### config.mk
export PLATFORM = sky130hd
export DESIGN_NAME = overwriting_ring_deque_top
export DESIGN_NICKNAME = d
export VERILOG_FILES = /design/src/rtl/ord_pkg.sv /design/src/rtl/ord_ram.sv /design/src/rtl/overwriting_ring_deque_top.sv
export SDC_FILE = /design/constraint.sdc
export NUM_CORES = 1
export LEC_CHECK = 0
export BUFFER_PORTS_ARGS = -buffer_cell sky130_fd_sc_hd__buf_2
export CAP_MARGIN = 10
export CORE_ASPECT_RATIO = 1.5
export CORE_MARGIN = 2
export CORE_UTILIZATION = 55
export CTS_CLUSTER_SIZE = 28
export DETAILED_ROUTE_END_ITERATION = 12
export GPL_ROUTABILITY_DRIVEN = 1
export PLACE_DENSITY_LB_ADDON = 0.2
export RECOVER_POWER = 25
export SETUP_SLACK_MARGIN = 0.3
export SLEW_MARGIN = 20
export SYNTH_ARGS = -nofsm -noshare
export SYNTH_HDL_FRONTEND = slang
export SYNTH_SLANG_ARGS = --single-unit
export TNS_END_PERCENT = 100
### constraint.sdc
create_clock -name i_clk -period 6.46 [get_ports i_clk]
set_clock_uncertainty 0.05 [all_clocks]
set_input_delay 1.292 -clock i_clk [delete_from_list [all_inputs] [get_ports i_clk]]
set_output_delay 1.292 -clock i_clk [all_outputs]
set_load 0.02 [all_outputs]
### src/rtl/ord_pkg.sv
// package: item types, mode codes and default sizes for the overwriting ring deque
`timescale 1ns / 1ps

package ord_pkg;

    localparam int CAPACITY_DEF  = 15;
    localparam int WORD_BITS_DEF = 32;

    localparam int MODE_W  = 3;
    localparam int IN_WORD_W = 32;
    localparam int OUT_WORD_W = 32;
    localparam int OCC_W   = 4;

    typedef enum logic [MODE_W-1:0] {
        MODE_ADD      = 3'd0,
        MODE_READ_OLD = 3'd1,
        MODE_PEEK_OLD = 3'd2,
        MODE_READ_NEW = 3'd3,
        MODE_PEEK_NEW = 3'd4,
        MODE_SEARCH   = 3'd5,
        MODE_CLEAR    = 3'd6
    } t_mode;

    typedef struct packed {
        logic [MODE_W-1:0]    mode;
        logic [IN_WORD_W-1:0] data_word;
    } t_in_item;

    typedef struct packed {
        logic [OUT_WORD_W-1:0] result_word;
        logic                  hit;
        logic [OCC_W-1:0]      occupancy;
    } t_out_item;

endpackage

### src/rtl/ord_ram.sv
// slot memory: one write port, one read port, registered read data
`timescale 1ns / 1ps

module ord_ram #(
    parameter int DEPTH  = 16,
    parameter int WIDTH  = 32,
    parameter int ADDR_W = 4
) (
    input  logic              i_clk,
    input  logic              i_we,
    input  logic [ADDR_W-1:0] i_waddr,
    input  logic [WIDTH-1:0]  i_wdata,
    input  logic              i_re,
    input  logic [ADDR_W-1:0] i_raddr,
    output logic [WIDTH-1:0]  o_rdata
);

    logic [WIDTH-1:0] r_mem [DEPTH];
    logic [WIDTH-1:0] r_rdata;

    always_ff @(posedge i_clk) begin
        if (i_we) begin
            r_mem[i_waddr] <= i_wdata;
        end
        if (i_re) begin
            r_rdata <= r_mem[i_raddr];
        end
    end

    assign o_rdata = r_rdata;

endmodule

### src/rtl/overwriting_ring_deque_top.sv
// top level: ring deque controller with pointers, count and the slot memory
`timescale 1ns / 1ps

// channel   | ports                        | handshake
// ----------+------------------------------+--------------------------------
// command   | start, busy, i_item          | item taken when start && !busy
// result    | o_strobe, o_item             | one-cycle strobe per item, no stall
//
// an add that does not evict, clear, unused codes and any read, peek or
//   search on an empty ring finish without a slot read (result on the next cycle)
// an evicting add, a read or a peek issues one slot memory read, returned through ST_FETCH
// a search scans the ring: it reads one live slot per cycle
//   from oldest to newest through the single read port and stops on a match
// reset clears pointers and count; slot contents are not cleared
// results are never held back, busy alone paces the command side

module overwriting_ring_deque_top
    import ord_pkg::*;
#(
    parameter int CAPACITY  = CAPACITY_DEF,
    parameter int WORD_BITS = WORD_BITS_DEF
) (
    input  logic      i_clk,
    input  logic      i_rst_n,
    input  logic      start,
    output logic      busy,
    input  t_in_item  i_item,
    output logic      o_strobe,
    output t_out_item o_item
);

    localparam int NSLOTS = CAPACITY + 1;
    localparam int PTR_W  = $clog2(NSLOTS);
    localparam logic [PTR_W-1:0] LAST_PTR = PTR_W'(CAPACITY);
    localparam logic [PTR_W-1:0] CAP_CNT  = PTR_W'(CAPACITY);

    typedef enum logic [1:0] {
        ST_IDLE,
        ST_FETCH,
        ST_SCAN
    } t_state;

    t_state r_state, n_state;

    logic [PTR_W-1:0]     r_head, n_head;
    logic [PTR_W-1:0]     r_tail, n_tail;
    logic [PTR_W-1:0]     r_count, n_count;   // count fits the pointer width
    logic [PTR_W-1:0]     r_scan;
    logic [WORD_BITS-1:0] r_word;

    logic                 accept;
    t_mode                mode;
    logic                 empty;
    logic                 full;
    logic                 need_read;
    logic [WORD_BITS-1:0] word_in;
    logic                 match;
    logic                 scan_end;

    logic                 mem_we;
    logic                 mem_re;
    logic [PTR_W-1:0]     mem_raddr;
    logic [WORD_BITS-1:0] mem_rdata;

    logic [IN_WORD_W+WORD_BITS-1:0]  word_ext;
    logic [WORD_BITS+OUT_WORD_W-1:0] rd_ext;
    logic [PTR_W+OCC_W-1:0]          occ_now_ext;
    logic [PTR_W+OCC_W-1:0]          occ_next_ext;

    function automatic logic [PTR_W-1:0] ptr_next(input logic [PTR_W-1:0] p);
        return (p == LAST_PTR) ? '0 : p + 1'b1;
    endfunction

    function automatic logic [PTR_W-1:0] ptr_prev(input logic [PTR_W-1:0] p);
        return (p == '0) ? LAST_PTR : p - 1'b1;
    endfunction

    assign busy   = (r_state != ST_IDLE);
    assign accept = start && !busy;
    assign mode   = t_mode'(i_item.mode);
    assign empty  = (r_count == '0);
    assign full   = (r_count == CAP_CNT);

    // incoming word kept to the slot width
    assign word_ext = {{WORD_BITS{1'b0}}, i_item.data_word};
    assign word_in  = word_ext[WORD_BITS-1:0];

    // read slot fitted to the result field
    assign rd_ext = {{OUT_WORD_W{1'b0}}, mem_rdata};

    // occupancy field is the count masked to its width
    assign occ_now_ext  = {{OCC_W{1'b0}}, r_count};
    assign occ_next_ext = {{OCC_W{1'b0}}, n_count};

    // scan compare: data is the slot read in the previous cycle
    assign match    = (mem_rdata == r_word);
    assign scan_end = (r_scan == r_head);

    // pointer and count update, decided at accept time
    always_comb begin
        n_head    = r_head;
        n_tail    = r_tail;
        n_count   = r_count;
        n_state   = ST_IDLE;
        need_read = 1'b0;
        mem_raddr = r_tail;
        unique case (mode)
            MODE_ADD: begin
                n_head = ptr_next(r_head);
                if (full) begin
                    n_tail    = ptr_next(r_tail);
                    need_read = 1'b1;
                end else begin
                    n_count = r_count + 1'b1;
                end
            end
            MODE_READ_OLD: begin
                if (!empty) begin
                    n_tail    = ptr_next(r_tail);
                    n_count   = r_count - 1'b1;
                    need_read = 1'b1;
                end
            end
            MODE_PEEK_OLD: begin
                need_read = !empty;
            end
            MODE_READ_NEW: begin
                mem_raddr = ptr_prev(r_head);
                if (!empty) begin
                    n_head    = ptr_prev(r_head);
                    n_count   = r_count - 1'b1;
                    need_read = 1'b1;
                end
            end
            MODE_PEEK_NEW: begin
                mem_raddr = ptr_prev(r_head);
                need_read = !empty;
            end
            MODE_SEARCH: begin
                need_read = !empty;
            end
            MODE_CLEAR: begin
                n_head  = '0;
                n_tail  = '0;
                n_count = '0;
            end
            default: begin
            end
        endcase
        if (need_read) begin
            n_state = (mode == MODE_SEARCH) ? ST_SCAN : ST_FETCH;
        end
        // during a scan the read port walks the live slots
        if (r_state == ST_SCAN) begin
            mem_raddr = r_scan;
        end
    end

    // add writes its word at head; an evicting add reads tail, never the same slot
    assign mem_we = accept && (mode == MODE_ADD);
    assign mem_re = (accept && need_read) ||
                    ((r_state == ST_SCAN) && !match && !scan_end);

    ord_ram #(
        .DEPTH  (NSLOTS),
        .WIDTH  (WORD_BITS),
        .ADDR_W (PTR_W)
    ) u_ram (
        .i_clk   (i_clk),
        .i_we    (mem_we),
        .i_waddr (r_head),
        .i_wdata (word_in),
        .i_re    (mem_re),
        .i_raddr (mem_raddr),
        .o_rdata (mem_rdata)
    );

    // sequencer, pointers and registered result
    always_ff @(posedge i_clk) begin
        if (!i_rst_n) begin
            r_state  <= ST_IDLE;
            r_head   <= '0;
            r_tail   <= '0;
            r_count  <= '0;
            o_strobe <= 1'b0;
        end else begin
            o_strobe <= 1'b0;
            unique case (r_state)
                ST_IDLE: begin
                    if (accept) begin
                        r_head  <= n_head;
                        r_tail  <= n_tail;
                        r_count <= n_count;
                        r_state <= n_state;
                        r_word  <= word_in;
                        r_scan  <= ptr_next(r_tail);
                        if (!need_read) begin
                            // nothing to fetch: result goes out right away
                            o_strobe              <= 1'b1;
                            o_item.result_word    <= '0;
                            o_item.hit            <= 1'b0;
                            o_item.occupancy      <= occ_next_ext[OCC_W-1:0];
                        end
                    end
                end
                ST_FETCH: begin
                    o_strobe           <= 1'b1;
                    o_item.result_word <= rd_ext[OUT_WORD_W-1:0];
                    o_item.hit         <= 1'b1;
                    o_item.occupancy   <= occ_now_ext[OCC_W-1:0];
                    r_state            <= ST_IDLE;
                end
                ST_SCAN: begin
                    if (match || scan_end) begin
                        o_strobe           <= 1'b1;
                        o_item.result_word <= '0;
                        o_item.hit         <= match;
                        o_item.occupancy   <= occ_now_ext[OCC_W-1:0];
                        r_state            <= ST_IDLE;
                    end else begin
                        r_scan <= ptr_next(r_scan);
                    end
                end
                default: begin
                    r_state <= ST_IDLE;
                end
            endcase
        end
    end

    // count stays within the ring
    a_count_range: assert property (@(posedge i_clk) disable iff (!i_rst_n)
        r_count <= CAP_CNT)
        else $error("item count beyond capacity");

    // pointers agree with the count on emptiness
    a_empty_ptrs: assert property (@(posedge i_clk) disable iff (!i_rst_n)
        (r_count == '0) == (r_head == r_tail))
        else $error("pointers disagree with item count");

    // a result is only issued when the sequencer has returned to idle
    a_strobe_idle: assert property (@(posedge i_clk) disable iff (!i_rst_n)
        o_strobe |-> (r_state == ST_IDLE))
        else $error("result issued while still busy");

    // write and read never hit the same slot in one cycle
    a_no_rw_clash: assert property (@(posedge i_clk) disable iff (!i_rst_n)
        !(mem_we && mem_re && (mem_raddr == r_head)))
        else $error("read and write to the same slot");

    // a fetch returns its hit result in the next cycle and goes back to idle
    a_fetch_done: assert property (@(posedge i_clk) disable iff (!i_rst_n)
        (r_state == ST_FETCH) |=> (o_strobe && o_item.hit && (r_state == ST_IDLE)))
        else $error("fetch did not complete in one cycle");

endmodule
==> qor.yml, run 1 <==
tns_ns: 0
syn_nets: 1516
fmax_mhz: 236
die_h_um: 267
cts_max_path_buffers: 3
cp.arrival_ns: 4.52
post-route-drc-count: 0
cts.sinks: 632
cts-root-buf: "clkbuf_16"
fp.dieW_um: 179
synth_edf_count: 617
period_needed_ns: 4.23
cp_max_fo: 31
min_from: "r_state[0]$_SDFFE_PN0P_"
synthFlopType: "edfxtp_1"
sw_frac_of_total: 0.222
place_congestion: 0.855
grt_first_pass_wirelength_um: 89100
port_buffers: 76
grt_pass1_vias: 13900
postLayoutCoreUtil: 0.623
dr.pass1.iters: 6
multi_input_area_um2: 6210
power_density_nw_per_um2: 304
cts_max_level: 2
setup_ws_ns: 2.23
yosysWarnings: 0
period_share: 0.655
clock_latency_ns: 0.60
hold_viol: 0
cts_tree: "built"
viasPerCell: 6.33
layout_common_cells: "edfxtp_1, mux2_2, a22oi_1"
cap_violations: 0
nFillCells: 3291
ant_nets: 0
worstSetupEndpointType: "register"
gr-total-overflow: 0
synthDistinctLibCells: 66
seqPwrFrac: 0.534
final_nets: 1607
core_um2: 45600
start_util: 0.555
hold_slack_ns: 0.462
finalSetupViolCount: 0
vias: 13900
worstSetupPathType: "in -> reg"
rsz0062_at_grt: "no"
hold_depth: 2
drv_slew: 0
vdd_drop_max_v: 0.000231
final_common_cell: "edfxtp_1"
cts_setup_buffers: 0
die-area_um2: 47800
intPower_w: 0.00672
r2r_cells: 9
ctsHoldBuffers: 0
synth_area_um2: 25300
tightest_slew_ns: 1.15
ys_ff_latch: 632
grtUsageTotal: 0.259
ioPinCount: 77
comb_power_share: 0.081
r2r-start: "r_state[0]$_SDFFE_PN0P_"
cts_buffers: 57
drt_wl_total_um: 61200
routedWlPerCell_um: 27.9
cts_resized: 0
crit_required_ns: 6.74
dpl.hpwl_um: 35000
r2r-end: "u_ram.o_rdata[22]$_DFFE_PP_"
antenna_found_initial: 3
path_clk_slew_ns: 0.06
grt_max_degree: 104
pre_cts_slack_ns: 1.67
maxSlewHeadroom: 0.224
status: "complete, no violations"
p_switching_w: 0.00192
rrSetupSlack_ns: 2.41
syn_avg_cell_area_um2: 17.3
regArea_um2: 18800
holdPathEnd: "r_state[0]$_SDFFE_PN0P_"
worstSetupStartpointType: "input pin"
rows: 96
hp-class: "reg -> reg"
drt_iter0_drc: 1395
drive_gt1_frac: 0.225
async_flop_share: 0
p_leak_nw: 9.20
ys_seq_area_frac: 0.744
synthToLayoutAreaGrowth_pct: 12.2
syn_inst: 1466
p_clk_frac: 0.384
worst max path at each step:
| stage | start | endpoint | slack (ns) | depth (start not counted) |
|---|---|---|---|---|
| 5_1_grt | i_item[34] | u_ram.o_rdata[5]$_DFFE_PP_ | 2.12 | 8 |
| 6_report | i_item[34] | u_ram.o_rdata[17]$_DFFE_PP_ | 2.23 | 7 |
| 4_1_cts | i_item[34] | u_ram.o_rdata[22]$_DFFE_PP_ | 2.31 | 7 |
| 3_5_place_dp | i_item[34] | u_ram.o_rdata[17]$_DFFE_PP_ | 1.67 | 7 |
| 3_3_place_gp | i_item[34] | u_ram.o_rdata[17]$_DFFE_PP_ | 1.71 | 7 |
| 2_1_floorplan | i_item[32] | o_item[0]$_DFFE_PP_ | 0.97 | 8 |
registers in the layout, indices dropped and copies added (netlist names):
| name | flops |
|---|---|
| r_state | 2 |
| o_strobe | 1 |
| u_ram.r_mem | 512 |
| u_ram.o_rdata | 32 |
| r_scan | 4 |
| r_tail | 4 |
| o_item | 37 |
| r_word | 32 |
| r_count | 4 |
| r_head | 4 |
routing by layer:
metal  GRT usage  wire [um]  vias to the layer above
met5           0         18                        -
met4      0.0905       2000                        2
met3      0.0312       3240                      135
met2       0.458      32200                      493
met1       0.330      23700                     7167
li1            -          -                     6076
critical path, stage by stage:
cell and delay, ns:
buf_2 0.38, or3b_1 0.47, a21oi_1 0.47, o31a_1 0.58, buf_4 0.33, nand3_1 0.46
o221a_2 0.51
power groups by stage:
| stage | clock, W | sequential [W] | combinational, W |
|---|---|---|---|
| final | 0.00332 | 0.00461 | 0.000703 |
| after detailed placement | 0 | 0.00470 | 0.000707 |
| after global routing | 0.00351 | 0.00462 | 0.000756 |
| after CTS | 0.00337 | 0.00461 | 0.000710 |
| after global placement | 0 | 0.00470 | 0.000694 |
| after floorplan | 0 | 0.00472 | 0.000437 |
area by class of cell:
cell class	instances	area share
Clock inverter	34	0.0114
Clock buffer	69	0.0525
Inverter	15	0.00198
Tap cell	588	0.0259
Multi-Input combinational cell	732	0.218
Sequential cell	632	0.663
Antenna cell	2	0.000176
Timing Repair Buffer	119	0.0271
logic make-up after synthesis:
family	share of synthesized area
flops	0.744
simple gates	0.0554
compound gates	0.0739
mux	0.0878
buf+inv	0.0192
xor+xnor	0.0142
fa+ha+maj	0.00593
cells in the mapped netlist (33+ instances only):
cell / n / area, um^2
edfxtp_1: 617 / 18500
mux2_2: 97 / 1090
a22oi_1: 87 / 653
nand2_1: 68 / 255
a21oi_1: 51 / 255
clkbuf_1: 46 / 173
mux4_2: 44 / 991
and3_1: 40 / 250
and2_1: 36 / 225
nor2_1: 36 / 135
xor2_1: 36 / 315
a2111oi_0: 34 / 298
nand3_1: 33 / 165
through the flow:
step / std cells / total power (W) / instance area, um^2
final: 2191 / 0.00864 / 28400
after global routing: 2190 / 0.00889 / 28400
after CTS: 2187 / 0.00869 / 28400
after detailed placement: 2084 / 0.00541 / 26600
after global placement: 2083 / 0.00539 / 26600
after floorplan: 1466 / 0.00515 / 25300
Power figures use the tool's default switching activity.
==> inputs of run 2 (changes only) <==
==> constraint.sdc (replaced) <==
create_clock -name i_clk -period 4.4 [get_ports i_clk]
set_clock_uncertainty 0.05 [all_clocks]
set_input_delay 0.88 -clock i_clk [delete_from_list [all_inputs] [get_ports i_clk]]
set_output_delay 0.88 -clock i_clk [all_outputs]
set_load 0.02 [all_outputs]
==> qor.yml, run 2 (synthesis gave the netlist of run 1 again) <==
cts.sinks: 632
tns_ns: 0
max_stage_delay_ns: 1.03
place_congestion: 0.792
total_power_w: 0.0124
layout_common_cells: "edfxtp_1, mux2_2, a22oi_1"
r2r-start: "r_head[0]$_SDFFE_PN0P_"
die-area_um2: 47800
worstSetupPathType: "reg -> reg"
worstSetupEndpointType: "register"
rows: 96
regMostFlops: "u_ram.r_mem"
p_leak_nw: 9.24
period_needed_ns: 3.48
grt_max_degree: 55
clock_latency_ns: 0.60
drive_gt1_frac: 0.230
status: "complete, no violations"
crit_required_ns: 4.81
hold_slack_ns: 0.468
drt_wl_total_um: 61000
dpl.hpwl_um: 35200
cp_cell_sequence: "inv_1 -> ha_1 -> nor3b_1 -> o21a_1 -> o21ai_0 -> o32ai_4 -> buf_4 -> a22oi_1 -> nand3_1"
antenna_found_initial: 5
start_util: 0.555
dr.pass1.iters: 5
fmax_mhz: 287
maxSlewHeadroom: 0.201
fp.dieW_um: 179
reg.largest.list: "u_ram.r_mem x512, o_item x37"
cts_max_level: 2
worstSetupStartpointType: "register"
cp_max_fo: 15
power_density_nw_per_um2: 434
cts-root-buf: "clkbuf_16"
dp.cells: 2099
finalSetupViolCount: 0
drt_iter0_drc: 1333
grt_first_pass_wirelength_um: 89000
cts_resized: 0
min_from: "r_state[1]$_SDFFE_PN0P_"
synthToLayoutAreaGrowth_pct: 13.0
viasPerCell: 6.32
rsz0062_at_grt: "no"
cap_violations: 0
cp.arrival_ns: 3.89
placed_area_um2: 26900
timing.critical_path.from: "r_head[0]$_SDFFE_PN0P_"
die_h_um: 267
hold_viol: 0
vias: 14000
fin_area_um2: 28600
cts_buffers: 56
tightest_slew_ns: 1.20
ant_nets: 0
post-route-drc-count: 0
cts_max_path_buffers: 3
cts_setup_buffers: 0
final_nets: 1619
path_clk_slew_ns: 0.06
layout.cells.non_filler: 2209
critical_path.slowest_cell: "o32ai_4"
core_um2: 45600
ctsHoldBuffers: 0
largest_register_ffs: 512
drv_slew: 0
grt_pass1_vias: 14000
grtUsageTotal: 0.259
ioPinCount: 77
vdd_drop_max_v: 0.000342
final_common_cell: "edfxtp_1"
period_share: 0.791
hp-class: "reg -> reg"
port_buffers: 76
routedWlPerCell_um: 27.6
gr-total-overflow: 0
cts_tree: "built"
nFillCells: 3284
-- run 2: layer usage --
layer / GRT usage / part of all wire
met1: 0.333 / 0.38
met2: 0.446 / 0.52
met3: 0.0298 / 0.061
met4: 0.114 / 0.036
met5: 0 / 0.00021
-- run 2: area by class of cell --
class,instances,area (um^2),share of cell area
antenna,5,12.5,0.000437
clock buffer,64,1430,0.0500
clock inverter,41,265,0.00927
inverter,15,56.3,0.00197
multi-input combinational,732,6240,0.218
sequential,632,18800,0.658
tap,588,736,0.0257
timing repair buffer,132,1040,0.0362
-- run 2: path summary, 6_finish.rpt --
kind,end,slack (ns),cells past startpoint
hold reg to reg,r_state[1]$_SDFFE_PN0P_,0.47,2
setup / recovery,u_ram.o_rdata[14]$_DFFE_PP_,0.92,9
setup reg to reg,u_ram.o_rdata[14]$_DFFE_PP_,0.92,9
hold / removal,r_state[1]$_SDFFE_PN0P_,0.47,2
-- run 2: report_power, final --
part	total, W	switching, W	internal (W)
logic	0.00106	0.000651	0.000411
clock network	0.00459	0.00213	0.00245
registers	0.00677	0.0000509	0.00672
-- run 2: through the flow --
stage,setup WS (ns),util
after CTS,0.938,0.627
after global placement,0.675,0.590
after detailed placement,0.635,0.590
after global routing,0.712,0.627
final,0.918,0.627
after floorplan,0.445,-
-- run 2: critical path: cells and delay by family, from the launching register on --
kind | cells | cell delay, ns
flops | 1 | 0.55
compound gates | 4 | 1.54
fa+ha+maj | 1 | 0.42
simple gates | 2 | 0.29
buf+inv | 2 | 0.48
